==> src/design/tcw_pkg.sv <==
// Shared constants, item types and a helper function for the text console cell writer.
`default_nettype none

package tcw_pkg;

    localparam int COLUMNS = 80;
    localparam int ROWS    = 25;

    localparam int COL_W  = $clog2(COLUMNS + 1);
    localparam int ROW_W  = $clog2(ROWS + 1);
    localparam int IDX_W  = $clog2(COLUMNS * ROWS + 1);
    localparam int STEP_W = 4;

    localparam logic [31:0] SCREEN_BASE_RESET = 32'h000B_8000;
    localparam logic [7:0]  TEXT_COLOR_RESET  = 8'h07;

    localparam logic [7:0] CHAR_NEWLINE = 8'h0A;
    localparam logic [7:0] CHAR_ZERO    = 8'h30;
    localparam logic [7:0] CHAR_X       = 8'h78;
    localparam logic [7:0] CHAR_A       = 8'h41;

    localparam logic [STEP_W-1:0] STEP_FIRST     = STEP_W'(0);
    localparam logic [STEP_W-1:0] STEP_PREFIX_X  = STEP_W'(1);
    localparam logic [STEP_W-1:0] STEP_LAST_BYTE = STEP_W'(1);
    localparam logic [STEP_W-1:0] STEP_LAST_WORD = STEP_W'(9);

    typedef enum logic [2:0] {
        CMD_PUT_CHAR = 3'd0,
        CMD_HEX_BYTE = 3'd1,
        CMD_HEX_WORD = 3'd2,
        CMD_CLEAR    = 3'd3,
        CMD_SET_POS  = 3'd4
    } t_cmd;

    typedef enum logic {
        REG_TEXT_COLOR  = 1'b0,
        REG_SCREEN_BASE = 1'b1
    } t_reg_index;

    typedef struct packed {
        logic [2:0]  command;
        logic [7:0]  char_code;
        logic [31:0] hex_value;
        logic [7:0]  pos_x;
        logic [7:0]  pos_y;
    } t_in_item;

    typedef struct packed {
        logic [31:0] write_address;
        logic [15:0] cell_value;
        logic        clear_all;
        logic        last;
    } t_out_item;

    typedef struct packed {
        logic load;
        logic newline;
        logic set_pos;
        logic reduce;
        logic emit;
    } t_ctl_cmd;

    typedef struct packed {
        logic out_free;
        logic emit_last;
        logic reduce_done;
    } t_dp_status;

    function automatic logic [7:0] hex_digit(input logic [3:0] n);
        logic [7:0] d;
        if (n <= 4'd9) begin
            d = CHAR_ZERO + 8'(n);
        end else begin
            d = CHAR_A + 8'(n - 4'd10);
        end
        return d;
    endfunction

endpackage

`default_nettype wire

==> src/design/tcw_ctrl.sv <==
// Controller state machine that sequences input items into cell writes.
`default_nettype none

module tcw_ctrl import tcw_pkg::*; (
    input  wire logic       i_clk,
    input  wire logic       i_rst_n,
    input  wire logic       i_in_valid,
    input  wire logic [2:0] i_command,
    input  wire logic [7:0] i_char_code,
    input  wire t_dp_status i_status,
    output logic            o_in_ready,
    output t_ctl_cmd        o_cmd
);

    typedef enum logic [1:0] {
        S_IDLE,
        S_EMIT,
        S_REDUCE
    } t_state;

    t_state r_state;
    t_state n_state;
    logic   accept;

    assign o_in_ready = (r_state == S_IDLE);
    assign accept     = i_in_valid && o_in_ready;

    always_comb begin
        n_state = r_state;
        o_cmd   = '0;
        unique case (r_state)
            S_IDLE: begin
                if (accept) begin
                    priority if (i_command == CMD_PUT_CHAR && i_char_code == CHAR_NEWLINE) begin
                        o_cmd.newline = 1'b1;
                    end else if (i_command == CMD_PUT_CHAR || i_command == CMD_HEX_BYTE ||
                                 i_command == CMD_HEX_WORD || i_command == CMD_CLEAR) begin
                        o_cmd.load = 1'b1;
                        n_state    = S_EMIT;
                    end else if (i_command == CMD_SET_POS) begin
                        o_cmd.set_pos = 1'b1;
                        n_state       = S_REDUCE;
                    end else begin
                        n_state = S_IDLE;
                    end
                end
            end
            S_EMIT: begin
                if (i_status.out_free) begin
                    o_cmd.emit = 1'b1;
                    if (i_status.emit_last) begin
                        n_state = S_IDLE;
                    end
                end
            end
            S_REDUCE: begin
                o_cmd.reduce = 1'b1;
                if (i_status.reduce_done) begin
                    n_state = S_IDLE;
                end
            end
            default: begin
                n_state = S_IDLE;
            end
        endcase
    end

    always_ff @(posedge i_clk) begin
        if (!i_rst_n) begin
            r_state <= S_IDLE;
        end else begin
            r_state <= n_state;
        end
    end

    a_emit_only_when_free: assert property (@(posedge i_clk) disable iff (!i_rst_n)
        o_cmd.emit |-> i_status.out_free)
        else $error("emit issued while the output register is occupied");

    a_emit_leaves_on_last: assert property (@(posedge i_clk) disable iff (!i_rst_n)
        (r_state == S_EMIT && o_cmd.emit && i_status.emit_last) |=> (r_state == S_IDLE))
        else $error("controller did not return to idle after the last result");

    a_load_enters_emit: assert property (@(posedge i_clk) disable iff (!i_rst_n)
        o_cmd.load |=> (r_state == S_EMIT))
        else $error("loaded item did not start emitting");

endmodule

`default_nettype wire

==> src/design/tcw_datapath.sv <==
// Datapath holding the cursor, configuration registers and the output register.
`default_nettype none

module tcw_datapath import tcw_pkg::*; (
    input  wire logic        i_clk,
    input  wire logic        i_rst_n,
    input  wire t_in_item    i_in,
    input  wire t_ctl_cmd    i_cmd,
    input  wire logic        i_cfg_we,
    input  wire logic        i_cfg_index,
    input  wire logic [31:0] i_cfg_data,
    input  wire logic        i_out_ready,
    output t_dp_status       o_status,
    output logic             o_out_valid,
    output t_out_item        o_out
);

    logic [7:0]        r_text_color;
    logic [31:0]       r_screen_base;
    logic [COL_W-1:0]  r_col;
    logic [ROW_W-1:0]  r_row;
    logic [IDX_W-1:0]  r_idx;
    logic [2:0]        r_cmd;
    logic [7:0]        r_char;
    logic [31:0]       r_hex;
    logic [STEP_W-1:0] r_step;
    logic [7:0]        r_red_col;
    logic [8:0]        r_red_row;
    logic              r_out_valid;
    t_out_item         r_out;

    logic [7:0]        emit_char;
    logic              emit_shift;
    logic [STEP_W-1:0] last_step;
    logic              is_clear;
    logic [ROW_W-1:0]  next_row;
    logic              col_over;
    logic              row_over;

    assign is_clear = (r_cmd == CMD_CLEAR);
    assign next_row = (r_row == ROW_W'(ROWS - 1)) ? '0 : r_row + ROW_W'(1);
    assign col_over = (r_red_col >= 8'(COLUMNS));
    assign row_over = (r_red_row >= 9'(ROWS));

    always_comb begin
        emit_char  = r_char;
        emit_shift = 1'b0;
        last_step  = STEP_FIRST;
        unique case (r_cmd)
            CMD_PUT_CHAR: begin
                emit_char = r_char;
            end
            CMD_HEX_BYTE: begin
                emit_char  = hex_digit(r_hex[31:28]);
                emit_shift = 1'b1;
                last_step  = STEP_LAST_BYTE;
            end
            CMD_HEX_WORD: begin
                last_step = STEP_LAST_WORD;
                priority if (r_step == STEP_FIRST) begin
                    emit_char = CHAR_ZERO;
                end else if (r_step == STEP_PREFIX_X) begin
                    emit_char = CHAR_X;
                end else begin
                    emit_char  = hex_digit(r_hex[31:28]);
                    emit_shift = 1'b1;
                end
            end
            default: begin
                emit_char = '0;
            end
        endcase
    end

    assign o_status.out_free    = !r_out_valid || i_out_ready;
    assign o_status.emit_last   = (r_step == last_step);
    assign o_status.reduce_done = !col_over && !row_over;

    always_ff @(posedge i_clk) begin
        if (!i_rst_n) begin
            r_text_color  <= TEXT_COLOR_RESET;
            r_screen_base <= SCREEN_BASE_RESET;
            r_col         <= '0;
            r_row         <= '0;
            r_idx         <= '0;
            r_out_valid   <= 1'b0;
        end else begin
            if (i_cfg_we) begin
                unique case (i_cfg_index)
                    REG_TEXT_COLOR:  r_text_color  <= i_cfg_data[7:0];
                    REG_SCREEN_BASE: r_screen_base <= i_cfg_data;
                    default:         r_text_color  <= r_text_color;
                endcase
            end

            if (i_cmd.newline) begin
                r_col <= '0;
                r_row <= next_row;
                r_idx <= IDX_W'(next_row * COLUMNS);
            end

            if (i_cmd.reduce && !col_over && !row_over) begin
                r_col <= r_red_col[COL_W-1:0];
                r_row <= r_red_row[ROW_W-1:0];
                r_idx <= IDX_W'(r_red_row[ROW_W-1:0] * COLUMNS) + IDX_W'(r_red_col);
            end

            if (i_cmd.emit) begin
                r_out_valid <= 1'b1;
                if (is_clear) begin
                    r_col <= '0;
                    r_row <= '0;
                    r_idx <= '0;
                end else if (r_col == COL_W'(COLUMNS - 1)) begin
                    r_col <= '0;
                    r_row <= next_row;
                    r_idx <= (r_idx == IDX_W'(COLUMNS * ROWS - 1)) ? '0 : r_idx + IDX_W'(1);
                end else begin
                    r_col <= r_col + COL_W'(1);
                    r_idx <= r_idx + IDX_W'(1);
                end
            end else if (i_out_ready) begin
                r_out_valid <= 1'b0;
            end
        end
    end

    always_ff @(posedge i_clk) begin
        if (i_cmd.load) begin
            r_cmd  <= i_in.command;
            r_char <= i_in.char_code;
            r_step <= STEP_FIRST;
            r_hex  <= (i_in.command == CMD_HEX_BYTE) ? {i_in.hex_value[7:0], 24'h0}
                                                     : i_in.hex_value;
        end else if (i_cmd.emit) begin
            r_step <= r_step + STEP_W'(1);
            if (emit_shift) begin
                r_hex <= {r_hex[27:0], 4'h0};
            end
        end

        if (i_cmd.set_pos) begin
            r_red_col <= i_in.pos_x;
            r_red_row <= {1'b0, i_in.pos_y};
        end else if (i_cmd.reduce) begin
            if (col_over) begin
                r_red_col <= r_red_col - 8'(COLUMNS);
                r_red_row <= r_red_row + 9'd1;
            end else if (row_over) begin
                r_red_row <= r_red_row - 9'(ROWS);
            end
        end

        if (i_cmd.emit) begin
            r_out.clear_all     <= is_clear;
            r_out.last          <= o_status.emit_last;
            r_out.write_address <= is_clear ? r_screen_base
                                            : r_screen_base + 32'({r_idx, 1'b0});
            r_out.cell_value    <= is_clear ? 16'h0 : {r_text_color, emit_char};
        end
    end

    assign o_out_valid = r_out_valid;
    assign o_out       = r_out;

    a_col_in_range: assert property (@(posedge i_clk) disable iff (!i_rst_n)
        r_col <= COL_W'(COLUMNS - 1))
        else $error("cursor column out of range");

    a_row_in_range: assert property (@(posedge i_clk) disable iff (!i_rst_n)
        r_row <= ROW_W'(ROWS - 1))
        else $error("cursor row out of range");

    a_index_matches: assert property (@(posedge i_clk) disable iff (!i_rst_n)
        r_idx == IDX_W'(r_row * COLUMNS) + IDX_W'(r_col))
        else $error("cell index disagrees with the cursor");

    a_clear_is_last: assert property (@(posedge i_clk) disable iff (!i_rst_n)
        (r_out_valid && r_out.clear_all) |-> r_out.last)
        else $error("clear result not flagged as last");

endmodule

`default_nettype wire

==> src/design/text_console_cell_writer.sv <==
// Top level of the text console cell writer: controller plus datapath.
`default_nettype none

// Turns console commands into cell writes for a COLUMNS x ROWS text buffer, one result item per
// cell with its byte address, attribute and character, or a single clear item for a clear. An
// item is taken while the block is idle; each result then passes through the output register,
// and no new item is taken until the last result is registered, however long the consumer
// stalls. Newline and unknown commands finish in the accept cycle. Set position runs a subtract
// loop in the datapath that takes COLUMNS off for each column wrap and ROWS for each row wrap.
// No clearing pass follows reset.
module text_console_cell_writer import tcw_pkg::*; (
    input  wire logic        i_clk,
    input  wire logic        i_rst_n,
    input  wire logic        i_in_valid,
    output logic             o_in_ready,
    input  wire t_in_item    i_in,
    output logic             o_out_valid,
    input  wire logic        i_out_ready,
    output t_out_item        o_out,
    input  wire logic        i_cfg_we,
    input  wire logic        i_cfg_index,
    input  wire logic [31:0] i_cfg_data
);

    t_ctl_cmd   ctl_cmd;
    t_dp_status dp_status;

    tcw_ctrl u_ctrl (
        .i_clk       (i_clk),
        .i_rst_n     (i_rst_n),
        .i_in_valid  (i_in_valid),
        .i_command   (i_in.command),
        .i_char_code (i_in.char_code),
        .i_status    (dp_status),
        .o_in_ready  (o_in_ready),
        .o_cmd       (ctl_cmd)
    );

    tcw_datapath u_datapath (
        .i_clk       (i_clk),
        .i_rst_n     (i_rst_n),
        .i_in        (i_in),
        .i_cmd       (ctl_cmd),
        .i_cfg_we    (i_cfg_we),
        .i_cfg_index (i_cfg_index),
        .i_cfg_data  (i_cfg_data),
        .i_out_ready (i_out_ready),
        .o_status    (dp_status),
        .o_out_valid (o_out_valid),
        .o_out       (o_out)
    );

endmodule

`default_nettype wire

==> config.mk <==
export PLATFORM = sky130hd
export DESIGN_NAME = text_console_cell_writer
export DESIGN_NICKNAME = d
export VERILOG_FILES = /design/src/design/tcw_pkg.sv /design/src/design/tcw_ctrl.sv /design/src/design/tcw_datapath.sv /design/src/design/text_console_cell_writer.sv
export SDC_FILE = /design/constraint.sdc
export NUM_CORES = 1
export LEC_CHECK = 0
export ABC_AREA = 1
export ABC_CLOCK_PERIOD_IN_PS = 12300
export BUFFER_PORTS_ARGS = -buffer_cell sky130_fd_sc_hd__buf_2
export CAP_MARGIN = 20
export CORE_AREA = 2 2 136 204
export DETAILED_ROUTE_END_ITERATION = 7
export DIE_AREA = 0 0 138 206
export PLACE_DENSITY = 0.58
export SYNTH_ARGS = -nofsm -noshare
export SYNTH_HDL_FRONTEND = slang
export SYNTH_HIERARCHICAL = 1
export SYNTH_SLANG_ARGS = --single-unit
==> constraint.sdc <==
create_clock -name i_clk -period 12.3 [get_ports i_clk]
set_input_delay 0.615 -clock i_clk [delete_from_list [all_inputs] [get_ports i_clk]]
set_output_delay 0.615 -clock i_clk [all_outputs]
set_load 0.01 [all_outputs]
Yosys cells after proc, flatten, opt, wreduce, memory -nomap -nowiden:

Index checks and enable logic that the tools add are counted.

* flip-flop bits (word level): 180
* output and inout bits: 52
* word-level logic and storage cells: 145

* $add $sub $neg: 12
* $mul: 2
* order comparisons: 3
* equality and inequality tests: 20
* mux-type cells: 58
* bitwise gates (word level): 1
* reduce and logical (&&, ||, !) cells: 31

Operators by type and width (number)
* two-way mux 32 bit: 5
* two-way mux 11 bit: 6
* two-way mux 8 bit: 8
* two-way mux 7 bit: 5
* adder 32 x 12 -> 32 bit: 1
* two-way mux 5 bit: 6
* case mux 8 bit (3 select lines): 1
* two-way mux 9 bit: 2
* multiplier 5 x 3 -> 7 bit, second input constant: 2
* two-way mux 2 bit: 7
* two-way mux 1 bit: 13
* equality test 3 x 2 -> 1 bit, second input constant: 4
* AND reduction 2 bit: 6
* nonzero test 2 bit: 6
* adder 11 x 1 -> 11 bit, second input constant: 1
* adder 11 x 8 -> 11 bit: 1
* equality test 11 bit, second input constant: 1
* inequality test 2 bit, second input constant: 5
* adder 9 x 1 -> 9 bit, second input constant: 1
* >= comparator 9 x 5 -> 1 bit, second input constant: 1
* subtractor 9 x 5 -> 9 bit, second input constant: 1
* adder 7 x 8 -> 8 bit, first input constant: 1
* equality test 8 x 4 -> 1 bit, second input constant: 1
* >= comparator 8 x 7 -> 1 bit, second input constant: 1
* other kinds (28): 41

Logic depth before layout (Yosys ltp):

* depth in word-level cells: 13
* mapped depth: 15
* depth with buffers taken out: 15

By module:

Netlist, hierarchy kept.

By module, submodules not included
* tcw_datapath: times used 1, cells each 1250, area each 10039.6 µm²
* tcw_ctrl: times used 1, cells each 44, area each 229.0 µm²

Worst setup path after synthesis:

OpenSTA, ideal clock, no wires.

* path type: input -> register
* from: input port i_out_ready
* to: register u_datapath.r_hex[0], enable pin
* setup time: 466 ps
* arrival: 4354 ps
* data required time: 11834 ps
* path slack: 7480 ps
* stages: 7
* buffers on the path: 2
* cell sequence: inv_1 -> nand2_1 -> and3_2 -> buf_2 -> inv_1 -> buf_6 -> o21ai_0

RTL lines
* from (decl): RTL line text_console_cell_writer.sv:18 `input wire logic i_out_ready,`
* to (signal assigned): RTL line tcw_datapath.sv:133 `r_hex <= (i_in.command == CMD_HEX_BYTE) ? {i_in.hex_value[7:0], 24'h0}`
* to (signal assigned): RTL line tcw_datapath.sv:138 `r_hex <= {r_hex[27:0], 4'h0};`
* to (decl): RTL line tcw_datapath.sv:25 `logic [31:0] r_hex;`

==> out/metrics.yaml <==
global_route:
  track_usage_pct: 19.00
  grt_pass1_wl_um: 43550
  overflow: 0
  antenna_found_initial: 0
  grt_pass1_vias: 8794
  grt_max_degree: 63
timing:
  rsz0062_at_grt: "no"
  drv_slew: 0
  hold_violations: 0
  finalSetupViolations: 0
  period_share_pct: 21.76
  worstMarginPinSlew_ns: 0.9670
  fin_setup_tns_ns: 0
  finClkSkew_ns: 0.01007
  slew_headroom_pct: 35.46
  max_freq_ghz: 0.3735
  fin_crit_ns: 2.677
clocking:
  clock-root-buffer: "clkbuf_16"
  clk_pin_slew_worst_paths_ns: 0.07
  cts_num_sinks: 180
  cts_buffers: 17
  postCtsSetupRepairBufs: 0
  cts_tree: "built"
  clk_latency_ns: 0.44
  hold_buffers: 0
  cts_resized: 0
  htreeDepth: 4
  cts.path.max_buffers: 2
synth:
  synth_warnings: 6
  syn-instance-count: 1294
  ys_seq_area_share_pct: 45.72
  synth_top_area_cell: "edfxtp_1"
  ys_async_sr_fraction_pct: 0
  synth.distinct_cells: 44
  synth_top_area_share_pct: 31.88
  syn_nets: 1438
  syn_area_um2: 10270
  synth_area_per_cell_um2: 7.936
  synthTopCellsByArea: "edfxtp_1 32%, dfxtp_1 14%, nand2_1 11%"
  synth_edf_count: 109
  synth-seq-cells: 180
  synth_ff_type: "edfxtp_1"
power_and_ir_drop:
  p_leak_nw: 5.370
  vdd_drop_max_mv: 0.09621
  p_per_area_nw_per_um2: 122.8
routing:
  routed_via_density: 4.953
  routed_wl_um: 26320
  first_iter_violations: 437
  dr.pass1.iters: 5
  ant_nets: 0
  remaining_drc_errors: 0
  routed-via-count: 8841
  wire_per_inst_um: 14.74
final_layout:
  nets: 1575
  fin_cells: 1785
  syn_to_final_growth_pct: 15.75
  layout-drive-gt1-share_pct: 16.29
  antenna_cells: 0
die:
  io_pins: 149
  fp.dieW_um: 138
  dieArea_um2: 28430
  fp.dieH_um: 206
  initial_core_util_pct: 38.24
  core_area_um2: 26850
  rows: 74
worst_setup_path:
  end_kind: "flop"
  worstPathRequired_ns: 12.39
  critPathKind: "reg2reg"
  path_max_fanout: 59
  critical_path_arrival_ns: 2.76
  start_kind: "flop"
hold_path:
  min_path_type: "in2reg"
place:
  dp.cells: 1753
  gp_congestion: 0.9037
  dp_hpwl_um: 19570
  io_buffers: 148
status:
  status: "finished clean"
flow_run:
  drv_cap: 0
[registers in the layout (all words and copies together), names as in the netlist]
register	count
u_datapath/r_col	7
u_datapath/o_out_valid	1
u_datapath/r_hex	32
u_datapath/r_text_color	8
u_datapath/r_row	5
u_datapath/r_red_col	8
u_datapath/r_cmd	3
u_datapath/r_char	8
u_datapath/o_out	50
u_datapath/r_red_row	9
u_datapath/r_idx	11
u_ctrl/r_state	2
u_datapath/r_step	4
u_datapath/r_screen_base	32
[cells in the final DEF, fill, tap and decap left out, drive strengths merged]
master,synthesis,routed
nand2,320,320
nor2,170,170
inv,165,169
buf,13,155
o21ai,118,118
edfxtp,109,109
nand3,94,94
dfxtp,71,71
a21oi,61,61
ha,43,43
xor2,28,28
clkbuf,24,20
nand4,17,17
nor3,12,12
o211ai,10,10
xnor2,8,8
a31oi,7,7
clkinv,2,7
nand3b,4,4
fa,4,4
nor4,3,3
o21bai,3,3
a21o,2,2
a21boi,2,2
or2,2,2
bufinv,0,1
clkinvlp,0,1
and3,1,1
a31o,1,1
[worst max-delay path: stages, from the launching register on]
cell and delay [ns]:
dfxtp_1 0.33, nand2_1 0.11, and3_2 0.18, buf_4 0.65, inv_1 0.41, o21ai_2 0.22, buf_4 0.40
[stage by stage]
stage | util (%) | worst slack, ns | hold slack (ns) | power, mW | area [um^2]
after floorplan | - | 7.480 | 0.4090 | 0.8618 | 10270
after CTS | 44.25 | 9.524 | 0.3493 | 1.478 | 11880
after global routing | 44.27 | 9.334 | 0.3555 | 1.530 | 11890
final | 44.27 | 9.623 | 0.3705 | 1.459 | 11890
after global placement | 42.09 | 9.210 | 0.4187 | 0.9302 | 11300
after detailed placement | 42.09 | 9.138 | 0.4418 | 0.9355 | 11300
[power breakdown]
part	switching, mW	internal, mW
clock network	0.243	0.296
logic	0.130	0.0735
registers	0.0290	0.688
total	0.402	1.06
[layout make-up]
type	count	area (um^2)
Sequential cell	180	4695
Inverter	167	629.4
Tap cell	342	427.9
Multi-Input combinational cell	910	4765
Fill cell	2766	14960
Clock buffer	20	457.9
Timing Repair Buffer	155	790.8
Clock inverter	11	121.4
[synthesized netlist by cell type (2+ instances only)]
| library cell | n |
|---|---|
| o21bai_1 | 3 |
| nand2_1 | 312 |
| nand3_1 | 89 |
| edfxtp_1 | 109 |
| buf_6 | 5 |
| inv_1 | 157 |
| nand3b_1 | 4 |
| a21oi_2 | 8 |
| dfxtp_1 | 71 |
| xor2_1 | 28 |
| o21ai_2 | 5 |
| clkinv_1 | 2 |
| nor2_2 | 4 |
| nor4_1 | 3 |
| o21ai_1 | 17 |
| a21o_1 | 2 |
| nand3_2 | 5 |
| nand2_4 | 3 |
| nand4_1 | 17 |
| nand2_2 | 4 |
| a31oi_1 | 7 |
| inv_2 | 7 |
| nor3_1 | 11 |
| clkbuf_1 | 23 |
| buf_1 | 3 |
| nor2_4 | 7 |
| o21ai_0 | 96 |
| buf_2 | 5 |
| ha_1 | 43 |
| o211ai_1 | 10 |
| xnor2_1 | 8 |
| nor2_1 | 158 |
| a21oi_1 | 53 |
| fa_1 | 4 |
| a21boi_0 | 2 |
[metal layers]
layer	routed length (um)	GRT usage, %	vias up	part of all wire [%]
met5	0	0	-	0
met4	834	8.236	0	3.2
met3	1105	3.383	44	4.2
met2	13660	35.31	228	52
met1	10720	21.28	4053	41
li1	-	-	4516	-
[final timing paths]
| check | from | to | slack, ns | cells past startpoint |
|---|---|---|---|---|
| min reg2reg | u_datapath/r_screen_base[0] | u_datapath/o_out[18] | 0.45 | 0 |
| min | i_in[52] | u_datapath/r_char[4] | 0.37 | 1 |
| max | u_datapath/o_out_valid | u_datapath/r_hex[31] | 9.62 | 6 |
| max reg2reg | u_datapath/o_out_valid | u_datapath/r_hex[31] | 9.62 | 6 |
[logic make-up (layout without fill, tap and decap cells)]
group / Yosys count / after routing / synth area share (%)
AO/OA/AOI/OAI: 204 / 204 / 10.95
XOR/XNOR: 36 / 36 / 3.071
adder cells (fa/ha/maj): 47 / 47 / 6.019
buffers and inverters: 204 / 353 / 7.920
flip-flops: 180 / 180 / 45.72
AND/OR/NAND/NOR: 623 / 623 / 26.32
No activity file was read; power rests on OpenSTA's default activity.
